[src/rtl/aip_pkg.sv]
// Shared types and constants for the ASCII integer parser.
// Holds the transfer payload structs, configuration struct and character codes.
package aip_pkg;

	localparam int MAG_W   = 63;
	localparam int BASE_W  = 6;
	localparam int WIDTH_W = 8;
	localparam int DIGIT_W = 6;

	// Configuration register indexes
	localparam logic [1:0] CFG_NUMBER_BASE    = 2'd0;
	localparam logic [1:0] CFG_WIDTH_LIMIT    = 2'd1;
	localparam logic [1:0] CFG_POSITIVE_LIMIT = 2'd2;
	localparam logic [1:0] CFG_NEGATIVE_LIMIT = 2'd3;

	localparam logic [BASE_W-1:0]  BASE_RESET  = 6'd10;
	localparam logic [BASE_W-1:0]  BASE_MIN    = 6'd2;
	localparam logic [BASE_W-1:0]  BASE_MAX    = 6'd36;
	localparam logic [WIDTH_W-1:0] WIDTH_RESET = 8'd0;
	localparam logic [MAG_W-1:0]   LIMIT_RESET = 63'd2147483647;

	// Character codes
	localparam logic [7:0] CHAR_SPACE   = 8'h20;
	localparam logic [7:0] CHAR_TAB     = 8'h09;
	localparam logic [7:0] CHAR_CR      = 8'h0D;
	localparam logic [7:0] CHAR_PLUS    = 8'h2B;
	localparam logic [7:0] CHAR_MINUS   = 8'h2D;
	localparam logic [7:0] CHAR_ZERO    = 8'h30;
	localparam logic [7:0] CHAR_NINE    = 8'h39;
	localparam logic [7:0] CHAR_UPPER_A = 8'h41;
	localparam logic [7:0] CHAR_UPPER_Z = 8'h5A;
	localparam logic [7:0] CHAR_LOWER_A = 8'h61;
	localparam logic [7:0] CHAR_LOWER_Z = 8'h7A;
	localparam logic [7:0] LETTER_BIAS  = 8'd10;

	// Digit value of a character that is neither digit nor letter; above any radix
	localparam logic [DIGIT_W-1:0] DIGIT_NONE = 6'd63;

	typedef struct packed {
		logic [7:0] char_code;
		logic       end_of_input;
	} in_item_t;

	typedef struct packed {
		logic             number_found;
		logic             is_negative;
		logic [MAG_W-1:0] magnitude;
		logic             saturated;
		logic             char_pushed_back;
	} out_item_t;

	typedef struct packed {
		logic [BASE_W-1:0]  number_base;
		logic [WIDTH_W-1:0] width_limit;
		logic [MAG_W-1:0]   positive_limit;
		logic [MAG_W-1:0]   negative_limit;
	} cfg_t;

	typedef struct packed {
		logic               is_space;
		logic               is_plus;
		logic               is_minus;
		logic [DIGIT_W-1:0] digit;
	} char_class_t;

endpackage

[src/rtl/aip_char_decode.sv]
// Character classifier for the ASCII integer parser.
// Depends on aip_pkg for character codes and the char_class_t struct.
module aip_char_decode import aip_pkg::*; (
	input  logic [7:0]  char_code,
	output char_class_t cls
);

	logic [7:0] num_off;
	logic [7:0] upper_off;
	logic [7:0] lower_off;

	assign num_off   = char_code - CHAR_ZERO;
	assign upper_off = char_code - CHAR_UPPER_A + LETTER_BIAS;
	assign lower_off = char_code - CHAR_LOWER_A + LETTER_BIAS;

	always_comb begin
		cls.is_space = (char_code == CHAR_SPACE) ||
			((char_code >= CHAR_TAB) && (char_code <= CHAR_CR));
		cls.is_plus  = (char_code == CHAR_PLUS);
		cls.is_minus = (char_code == CHAR_MINUS);
		if ((char_code >= CHAR_ZERO) && (char_code <= CHAR_NINE)) begin
			cls.digit = num_off[DIGIT_W-1:0];
		end else if ((char_code >= CHAR_UPPER_A) && (char_code <= CHAR_UPPER_Z)) begin
			cls.digit = upper_off[DIGIT_W-1:0];
		end else if ((char_code >= CHAR_LOWER_A) && (char_code <= CHAR_LOWER_Z)) begin
			cls.digit = lower_off[DIGIT_W-1:0];
		end else begin
			cls.digit = DIGIT_NONE;
		end
	end

endmodule

[src/rtl/aip_parse_core.sv]
// Parse state and combinational next-state logic of the ASCII integer parser.
// Depends on aip_pkg; takes classified characters from aip_char_decode.
module aip_parse_core import aip_pkg::*; (
	input  logic        clk,
	input  logic        arst_n,
	input  logic        step,
	input  in_item_t    item,
	input  char_class_t cls,
	input  cfg_t        cfg,
	output logic        emit,
	output out_item_t   result
);

	localparam int PROD_W = MAG_W + BASE_W;
	localparam int SUM_W  = PROD_W + 1;

	typedef enum logic [1:0] {
		PH_SKIP   = 2'd0,
		PH_DIGITS = 2'd1,
		PH_SAT    = 2'd2
	} phase_t;

	phase_t             phase_q, phase_d;
	logic [MAG_W-1:0]   acc_q, acc_d;
	logic               neg_q, neg_d;
	logic [WIDTH_W-1:0] wleft_q, wleft_d;
	logic               seen_q, seen_d;
	logic               ovf_q, ovf_d;

	logic [BASE_W-1:0]  base;
	logic               limited;
	logic [MAG_W-1:0]   limit;
	logic [PROD_W-1:0]  prod;
	logic [SUM_W-1:0]   sum;
	logic               over;
	logic               digit_path;
	logic               pushed;

	always_comb begin
		if (cfg.number_base < BASE_MIN) begin
			base = BASE_MIN;
		end else if (cfg.number_base > BASE_MAX) begin
			base = BASE_MAX;
		end else begin
			base = cfg.number_base;
		end
	end

	assign limited = (cfg.width_limit != '0);
	assign limit   = neg_q ? cfg.negative_limit : cfg.positive_limit;

	// Overflow test as acc*base + digit > limit
	assign prod = PROD_W'(acc_q) * PROD_W'(base);
	assign sum  = SUM_W'(prod) + SUM_W'(cls.digit);
	assign over = (sum > SUM_W'(limit));

	always_comb begin
		phase_d    = phase_q;
		acc_d      = acc_q;
		neg_d      = neg_q;
		wleft_d    = wleft_q;
		seen_d     = seen_q;
		ovf_d      = ovf_q;
		emit       = 1'b0;
		pushed     = 1'b0;
		digit_path = 1'b0;

		if (item.end_of_input) begin
			emit = 1'b1;
		end else begin
			case (phase_q)
				PH_DIGITS, PH_SAT: begin
					digit_path = 1'b1;
				end
				default: begin
					if (!cls.is_space) begin
						wleft_d = cfg.width_limit;
						phase_d = PH_DIGITS;
						if (cls.is_plus || cls.is_minus) begin
							neg_d = cls.is_minus;
							if (limited) begin
								wleft_d = cfg.width_limit - 8'd1;
							end
							// A sign that fills the whole width ends the number at once
							if (limited && (wleft_d == '0)) begin
								emit = 1'b1;
							end
						end else begin
							digit_path = 1'b1;
						end
					end
				end
			endcase

			if (digit_path) begin
				if ((limited && (wleft_d == '0)) || (cls.digit >= base)) begin
					emit   = 1'b1;
					pushed = 1'b1;
				end else begin
					if (limited) begin
						wleft_d = wleft_d - 8'd1;
					end
					// In saturation the digit is consumed without changing the value
					if (phase_d == PH_DIGITS) begin
						seen_d = 1'b1;
						if (over) begin
							acc_d   = limit;
							ovf_d   = 1'b1;
							phase_d = PH_SAT;
						end else begin
							acc_d = sum[MAG_W-1:0];
						end
					end
					if (limited && (wleft_d == '0)) begin
						emit = 1'b1;
					end
				end
			end
		end

		result.number_found     = seen_d;
		result.is_negative      = seen_d & neg_d;
		result.magnitude        = seen_d ? acc_d : '0;
		result.saturated        = seen_d & ovf_d;
		result.char_pushed_back = pushed;

		if (emit) begin
			phase_d = PH_SKIP;
			acc_d   = '0;
			neg_d   = 1'b0;
			wleft_d = '0;
			seen_d  = 1'b0;
			ovf_d   = 1'b0;
		end
	end

	always_ff @(posedge clk or negedge arst_n) begin
		if (!arst_n) begin
			phase_q <= PH_SKIP;
			acc_q   <= '0;
			neg_q   <= 1'b0;
			wleft_q <= '0;
			seen_q  <= 1'b0;
			ovf_q   <= 1'b0;
		end else if (step) begin
			phase_q <= phase_d;
			acc_q   <= acc_d;
			neg_q   <= neg_d;
			wleft_q <= wleft_d;
			seen_q  <= seen_d;
			ovf_q   <= ovf_d;
		end
	end

endmodule

[src/rtl/ascii_integer_parser.sv]
// Streaming ASCII-to-integer parser, one character transferred per cycle unless in_stall is
// raised. Input transfers land in an input register; the parse step (character decode, one
// 63x6 multiply by the radix, a 70-bit compare against the sign's limit) runs between that
// register and the result register, so a new character is accepted every cycle unless the
// result register is full and stalled. The transfer that ends the number passes through
// the input register and then the result register, from which the result is offered.
// The loop through the accumulator and that multiply-compare path sets the rate. Leading
// whitespace is skipped, an optional sign uses one unit of width_limit, and digits of radix
// 2..36 (letters of either case for 10 and up) are taken until a non-digit, end of input or
// the width runs out. Beyond the limit the value clamps and further digits valid in the
// radix are consumed. A terminating character is reported with char_pushed_back set and
// must be offered again by the user if it matters. Write configuration only while no
// conversion is under way. Depends on aip_pkg, aip_char_decode and aip_parse_core.
module ascii_integer_parser import aip_pkg::*; (
	input  logic        clk,
	input  logic        arst_n,
	input  logic        in_valid,
	output logic        in_stall,
	input  in_item_t    in_data,
	output logic        out_valid,
	input  logic        out_stall,
	output out_item_t   out_data,
	input  logic        cfg_write,
	input  logic [1:0]  cfg_index,
	input  logic [MAG_W-1:0] cfg_data
);

	cfg_t        cfg_q;
	logic        valid_s1;
	in_item_t    data_s1;
	char_class_t cls;
	logic        emit;
	out_item_t   result;
	logic        out_free;
	logic        advance_s1;
	logic        out_valid_q;
	out_item_t   out_data_q;

	// Configuration registers
	always_ff @(posedge clk or negedge arst_n) begin
		if (!arst_n) begin
			cfg_q.number_base    <= BASE_RESET;
			cfg_q.width_limit    <= WIDTH_RESET;
			cfg_q.positive_limit <= LIMIT_RESET;
			cfg_q.negative_limit <= LIMIT_RESET;
		end else if (cfg_write) begin
			case (cfg_index)
				CFG_NUMBER_BASE:    cfg_q.number_base    <= cfg_data[BASE_W-1:0];
				CFG_WIDTH_LIMIT:    cfg_q.width_limit    <= cfg_data[WIDTH_W-1:0];
				CFG_POSITIVE_LIMIT: cfg_q.positive_limit <= cfg_data;
				CFG_NEGATIVE_LIMIT: cfg_q.negative_limit <= cfg_data;
				default: ;
			endcase
		end
	end

	// The held character may move on when the result slot is free or it yields no result
	assign out_free   = !out_valid_q || !out_stall;
	assign advance_s1 = valid_s1 && (out_free || !emit);
	assign in_stall   = valid_s1 && !advance_s1;

	// Input register: hold until the parse step consumes it
	always_ff @(posedge clk or negedge arst_n) begin
		if (!arst_n) begin
			valid_s1 <= 1'b0;
		end else if (in_valid && !in_stall) begin
			valid_s1 <= 1'b1;
		end else if (advance_s1) begin
			valid_s1 <= 1'b0;
		end
	end

	always_ff @(posedge clk) begin
		if (in_valid && !in_stall) begin
			data_s1 <= in_data;
		end
	end

	aip_char_decode u_decode (
		.char_code (data_s1.char_code),
		.cls       (cls)
	);

	aip_parse_core u_core (
		.clk    (clk),
		.arst_n (arst_n),
		.step   (advance_s1),
		.item   (data_s1),
		.cls    (cls),
		.cfg    (cfg_q),
		.emit   (emit),
		.result (result)
	);

	// Result register: load a finished number, drop it once transferred
	always_ff @(posedge clk or negedge arst_n) begin
		if (!arst_n) begin
			out_valid_q <= 1'b0;
		end else if (advance_s1 && emit) begin
			out_valid_q <= 1'b1;
		end else if (!out_stall) begin
			out_valid_q <= 1'b0;
		end
	end

	always_ff @(posedge clk) begin
		if (advance_s1 && emit) begin
			out_data_q <= result;
		end
	end

	assign out_valid = out_valid_q;
	assign out_data  = out_data_q;

	// Input back-pressure only ever comes from a full, stalled result register
	a_stall_cause: assert property (@(posedge clk) disable iff (!arst_n)
		in_stall |-> (out_valid && out_stall && emit))
		else $error("input stalled without a blocked result");

	// A finished number always reaches the result register
	a_emit_lands: assert property (@(posedge clk) disable iff (!arst_n)
		(advance_s1 && emit) |=> out_valid)
		else $error("emitted result lost");

	// Nothing found reports an empty number
	a_empty_result: assert property (@(posedge clk) disable iff (!arst_n)
		(out_valid && !out_data.number_found) |->
		(!out_data.is_negative && !out_data.saturated && (out_data.magnitude == '0)))
		else $error("not-found result carries a value");

	// A pushed-back character never comes with end of input
	a_pushback_src: assert property (@(posedge clk) disable iff (!arst_n)
		(advance_s1 && emit && data_s1.end_of_input) |-> !result.char_pushed_back)
		else $error("end of input reported as pushed back");

endmodule
[config.mk]
export PLATFORM = sky130hd
export DESIGN_NAME = ascii_integer_parser
export DESIGN_NICKNAME = d
export VERILOG_FILES = /design/src/rtl/aip_pkg.sv /design/src/rtl/aip_char_decode.sv /design/src/rtl/aip_parse_core.sv /design/src/rtl/ascii_integer_parser.sv
export SDC_FILE = /design/constraint.sdc
export NUM_CORES = 2
export LEC_CHECK = 0
export BUFFER_PORTS_ARGS = -buffer_cell sky130_fd_sc_hd__buf_2
export CAP_MARGIN = 5
export CORE_MARGIN = 5
export CORE_UTILIZATION = 35
export CTS_BUF_LIST = sky130_fd_sc_hd__clkbuf_8 sky130_fd_sc_hd__clkbuf_16
export CTS_CLUSTER_SIZE = 40
export DETAILED_ROUTE_END_ITERATION = 10
export GPL_TIMING_DRIVEN = 0
export RECOVER_POWER = 25
export SLEW_MARGIN = 40
export SYNTH_ARGS = -nofsm -noshare
export SYNTH_HDL_FRONTEND = slang
export SYNTH_SLANG_ARGS = --single-unit
[constraint.sdc]
create_clock -name clk -period 10.29 [get_ports clk]
set_input_delay 0.5145 -clock clk [delete_from_list [all_inputs] [get_ports clk]]
set_output_delay 0.5145 -clock clk [all_outputs]
set_load 0.02 [all_outputs]
# Word level (Yosys, flattened, before mapping)
# Index checks and enable logic that the tools add are counted.
# op_classes
magnitude_cmp	12
multipliers	1
mux	71
reduce_logical	34
shifts	0
n_eq_ne	11
div	0
n_addsub	8
bitwise	3
# ops
op	n
$mux W63	7
$mux W8	17
$add A69 B6 Y70	1
$gt A70 B63 Y1	1
$mul A63 B6 Y69	1
$mux W1	33
$mux W6	5
$eq A8 B6 Y1 const B	3
$logic_not A8 Y1	3
$mux W2	9
$ge A8 B7 Y1 const B	2
$le A8 B7 Y1 const B	2
$sub A8 B1 Y8 const B	2
$add A6 B4 Y6 const B	2
$sub A6 B6 Y6 const B	2
$logic_and A1 B1 Y1	11
$reduce_and A2 Y1	5
$ge A8 B4 Y1 const B	1
$ge A8 B6 Y1 const B	1
$le A8 B4 Y1 const B	1
$le A8 B6 Y1 const B	1
$reduce_bool A8 Y1	1
$eq A2 B1 Y1 const B	3
$eq A2 B2 Y1 const B	3
12 further kinds	23
# totals
rom_bits	0
mem_bits_rw	0
memories	0
in_bits	79
latch_bits	0
reg_bits	294

# Depth between registers and ports, before layout
# depth
depth_word	30
mapped_depth	40

# Cells and area by module
# Synthesis repeated with hierarchy kept, for this count alone.
# hier_totals
cells_unflattened	3012
hier_area_um2	29649.7
# by_module_without_submodules
mod	cells_each	n_inst	area_each_um2	seq_area_each_um2
aip_parse_core	2563	1	21249.1	1901.8
ascii_integer_parser	385	1	7908.8	5915.7
aip_char_decode	64	1	491.7	0.0

# Least setup slack after synthesis
# OpenSTA, ideal clock, no wires.
# synth_timing
kind	reg-to-reg
startpoint	register cfg_q[137] (netlist bit)
endpoint	register out_data_q (netlist bit out_data[16]), data pin
required_ps	10029
path_buffers	3
path_stages_with_launch	34
arrival_ps	8532
setup_slack_ps	1497
setup_time_ps	261
cell_sequence	dfstp_2 -> or2_2 -> o21ai_0 -> nand2_1 -> a21oi_1 -> clkbuf_1 -> nand2_1 -> fa_1 -> fa_1 -> inv_1 -> fa_1 -> ha_1 -> ha_1 -> clkbuf_1 -> nand2_1 -> or4_1 -> o31a_1 -> or3_1 -> and2_1 -> o221ai_1 -> xor2_1 -> ha_1 -> o21a_1 -> o2111ai_1 -> a21boi_0 -> o31ai_1 -> a31oi_1 -> a311oi_1 -> o211ai_1 -> a311o_1 -> nor4_4 -> buf_2 -> nor3_1 -> a311o_1
# synth_via
elab_chain_cells	11
elab_cells_between_ends	17
# synth_rtl
item	line_no	text
start, declared	ascii_integer_parser.sv:28	cfg_t cfg_q;
$gt A6 B6 Y1	aip_parse_core.sv:42	end else if (cfg.number_base > BASE_MAX) begin
$mux W6	aip_parse_core.sv:42	
$mux W6 *	aip_parse_core.sv:40	if (cfg.number_base < BASE_MIN) begin
$mul A63 B6 Y69	aip_parse_core.sv:53	assign prod = PROD_W'(acc_q) * PROD_W'(base);
$add A69 B6 Y70	aip_parse_core.sv:54	assign sum = SUM_W'(prod) + SUM_W'(cls.digit);
$gt A70 B63 Y1	aip_parse_core.sv:55	assign over = (sum > SUM_W'(limit));
$mux W63	aip_parse_core.sv:106	if (over) begin
$mux W63	aip_parse_core.sv:104	if (phase_d == PH_DIGITS) begin
$mux W63	aip_parse_core.sv:96	if ((limited && (wleft_d == '0)) || (cls.digit >= base)) begin
$mux W63	aip_parse_core.sv:95	if (digit_path) begin
$mux W63	aip_parse_core.sv:68	if (item.end_of_input) begin
end signal, assigned	ascii_integer_parser.sv:108	out_data_q <= result;
end, declared	ascii_integer_parser.sv:37	out_item_t out_data_q;
# Mark *: on every way between the ends. The rest lies on a longest branch, timed or not.
# A chain may end at the register's enable or synchronous reset.

# Worst setup path after layout
# layout_timing
startpoint	register cfg_q[138] (netlist bit)
endpoint	register out_data_q (netlist bit out_data[20]), data pin
# The elaborated chain is that of the path after synthesis.

==> run summary <==
status -> complete, but fails checks
failing checks -> max-capacitance violations, max-slew violations
Placed Instances -> 4197
top-count cell post-synth -> nand2_1
worst skew pair latency -> 0.58 ns
required time worst endpoint -> 10.56 ns
Routed WL -> 96180 µm
Pre-antenna DRT Iters -> 6
Starting Density -> 0.3513
critical path data arrival time -> 10.24 ns
syn nets -> 3524
CORE AREA -> 81720 µm²
commonest register cell after synthesis -> dfrtp_1
vias in the first global route -> 24000
IO Count -> 148
Root Buffer -> clkbuf_16
Rel. slew slack -> -1.217
synthesized area -> 28710 µm²
Remaining DRCs -> 0
flops & latches, synth -> 294
Area growth, synth to finish -> 13.94%
slowest CP cell -> fa_1
Num CTS Buffers -> 37
pin count of the biggest net entering global routing -> 71
Async SR Flop Fraction -> 0.7415
P per Cell Area -> 128.0 nW/µm²
Seq pwr share -> 0.363
share of cells above drive strength 1 -> 0.1735
Port Buffers -> 147
Hold Path Class -> input pin to register
TritonCTS clock tree -> yes
Final Slew Violations -> 153
Clock H-tree levels -> 2
Die Width -> 296.4 µm
initial DRC count -> 1983
final number of setup-violating endpoints -> 0
register area share after synthesis -> 0.2723
vias per inst -> 5.591
total gr overflow -> 0
CTS Buffer Depth -> 3
Max Clock Skew -> 0.02244 ns
total power -> 4.186 mW
Unique masters post-synth -> 82
post-synth top area cell -> fa_1
fin crit period -> 9.964 ns
# clock sinks -> 294
Commonest cells post-synth -> 313 x nand2_1, 248 x fa_1, 244 x and2_1
antenna-violating nets left -> 0
P_sw -> 1.567 mW
CP max stage delay -> 0.51 ns
die area -> 87860 µm²
Syn. warnings -> 0
routability-driven placement congestion ratio -> 0.9162
Lkg Pwr -> 14.46 nW
Internal -> 2.619 mW
Post-synth EDFFs -> 76
switch share -> 0.3744
Final Hold Vio Count -> 0
row count -> 105
MaxCap Viol Count -> 3
global-route wire length before repair -> 147000 µm
fmax -> 100.4 MHz
initial antenna violation count -> 5
crit path max fanout -> 10
post-route insts no fill -> 4280
combinational power share -> 0.308
WL per Instance -> 22.47 µm
Clock Power Share -> 0.330
Cells after Synth -> 2968
top-area cell type share of the netlist area -> 0.1729
syn_area_per_cell -> 9.673 µm²
Max rail drop VDD -> 0.1153 mV
Worst Setup End Kind -> register
total negative slack -> 0 ns
Worst-Margin Slew -> 3.325 ns
CP Launch Type -> register
DP HPWL -> 74960 µm
Area contributors post-synth -> fa_1 17%, dfrtp_1 13%, ha_1 10%, edfxtp_1 7.9%, dfstp_2 5.9%
Setup CP Type -> register to register
fillers -> 8242
routed vias -> 23930
Final #Nets -> 3732
period utilization -> 0.9683
global-route usage over all layers -> 0.2162
Clock transition at path regs -> 0.06 ns
die height -> 296.4 µm
-- layout by cell type (no fill, tap or decap), types with 86 or more instances in the layout --
master and n:
clkbuf_1 90, buf_2 160, nand2_1 313, o21ai_0 92, a21oi_1 133, nor2_1 86, ha_1 227, fa_1 248
and2_1 244, dfrtp_1 154, inv_1 197, nand3_1 211, mux2_2 141
-- timing repair --
item	in CTS	in global routing
resized for setup	52	34
hold endpoints to repair	18	0
hold buffers	1	0
endpoints found under the setup margin	130	130
setup buffers	6	11
pin swaps	6	10
-- routing by layer --
metal / part of all wire / global-route usage / vias up
li1: - / - / 10840
met1: 0.43 / 0.2988 / 11970
met2: 0.44 / 0.3351 / 932
met3: 0.082 / 0.04890 / 180
met4: 0.044 / 0.07843 / 4
met5: 0.00033 / 0 / -
-- cell type report --
class / count / area, µm² / area share
repair buffers: 177 / 1089 / 0.03328
inverters: 193 / 729.5 / 0.02230
multi-input cells: 2303 / 19700 / 0.6023
flip-flops and latches: 294 / 7818 / 0.2390
plain buffers: 170 / 765.7 / 0.02341
clock inverters: 28 / 279.0 / 0.008529
diodes: 5 / 12.51 / 0.0003825
clock buffers: 40 / 978.4 / 0.02991
well taps: 1070 / 1339 / 0.04093
-- worst max-delay path, delay by kind of cell, from the launching register on --
family | cells | cell delay, ns
flops | 1 | 0.39
xor+xnor | 1 | 0.22
fa+ha+maj | 6 | 2.47
compound gates | 14 | 3.45
buf+inv | 5 | 1.15
simple gates | 8 | 1.93
-- kinds of logic (layout without fill, tap and decap cells) --
| logic type | after synthesis | after routing | synth area share |
|---|---|---|---|
| fa+ha+maj | 477 | 477 | 0.2727 |
| mux | 206 | 206 | 0.07801 |
| flops | 294 | 294 | 0.2723 |
| other cells | 0 | 5 | 0 |
| simple gates | 1007 | 1007 | 0.1769 |
| compound gates | 536 | 536 | 0.1261 |
| buf+inv | 371 | 608 | 0.05055 |
| xor+xnor | 77 | 77 | 0.02349 |
-- worst paths after layout --
path	start	endpoint	slack (ns)	cells past startpoint
max reg2reg	cfg_q[138]	out_data[20]	0.33	34
min reg2reg	u_core.ovf_q	u_core.ovf_q	0.48	2
max	cfg_q[138]	out_data[20]	0.33	34
min in group asynchronous	arst_n	u_core.acc_q[11]	1.21	2
max in group asynchronous	arst_n	cfg_q[109]	4.94	3
min	in_data[6]	data_s1[6]	0.11	1
-- per-stage QoR --
| step | hold slack, ns | util | setup WS, ns | area [µm²] |
|---|---|---|---|---|
| after floorplan | 0.2189 | - | 1.497 | 28710 |
| after detailed placement | 0.4367 | 0.3811 | -1.846 | 31140 |
| after global placement | 0.4703 | 0.3767 | -2.726 | 30780 |
| after global routing | 0.08594 | 0.4002 | -0.001431 | 32700 |
| after CTS | 0.07574 | 0.3992 | 0.002540 | 32620 |
| final | 0.1084 | 0.4003 | 0.3262 | 32710 |
-- state kept, by name (all words and copies together) (netlist names) --
| signal | flops |
|---|---|
| u_core.acc_q | 63 |
| u_core.wleft_q | 8 |
| cfg_q | 140 |
| out_valid | 1 |
| u_core.seen_q | 1 |
| u_core.neg_q | 1 |
| out_data | 67 |
| u_core.ovf_q | 1 |
| valid_s1 | 1 |
| u_core.phase_q | 2 |
| data_s1 | 9 |
-- power groups by stage --
stage / clock network (mW) / logic, mW / registers, mW
floorplan: 0 / 0.719 / 1.56
global placement: 0 / 1.23 / 1.54
detailed placement: 0 / 1.26 / 1.54
CTS: 1.42 / 1.27 / 1.52
global route: 1.46 / 1.39 / 1.54
finish: 1.38 / 1.29 / 1.52
(Power assumes the default switching activity.)
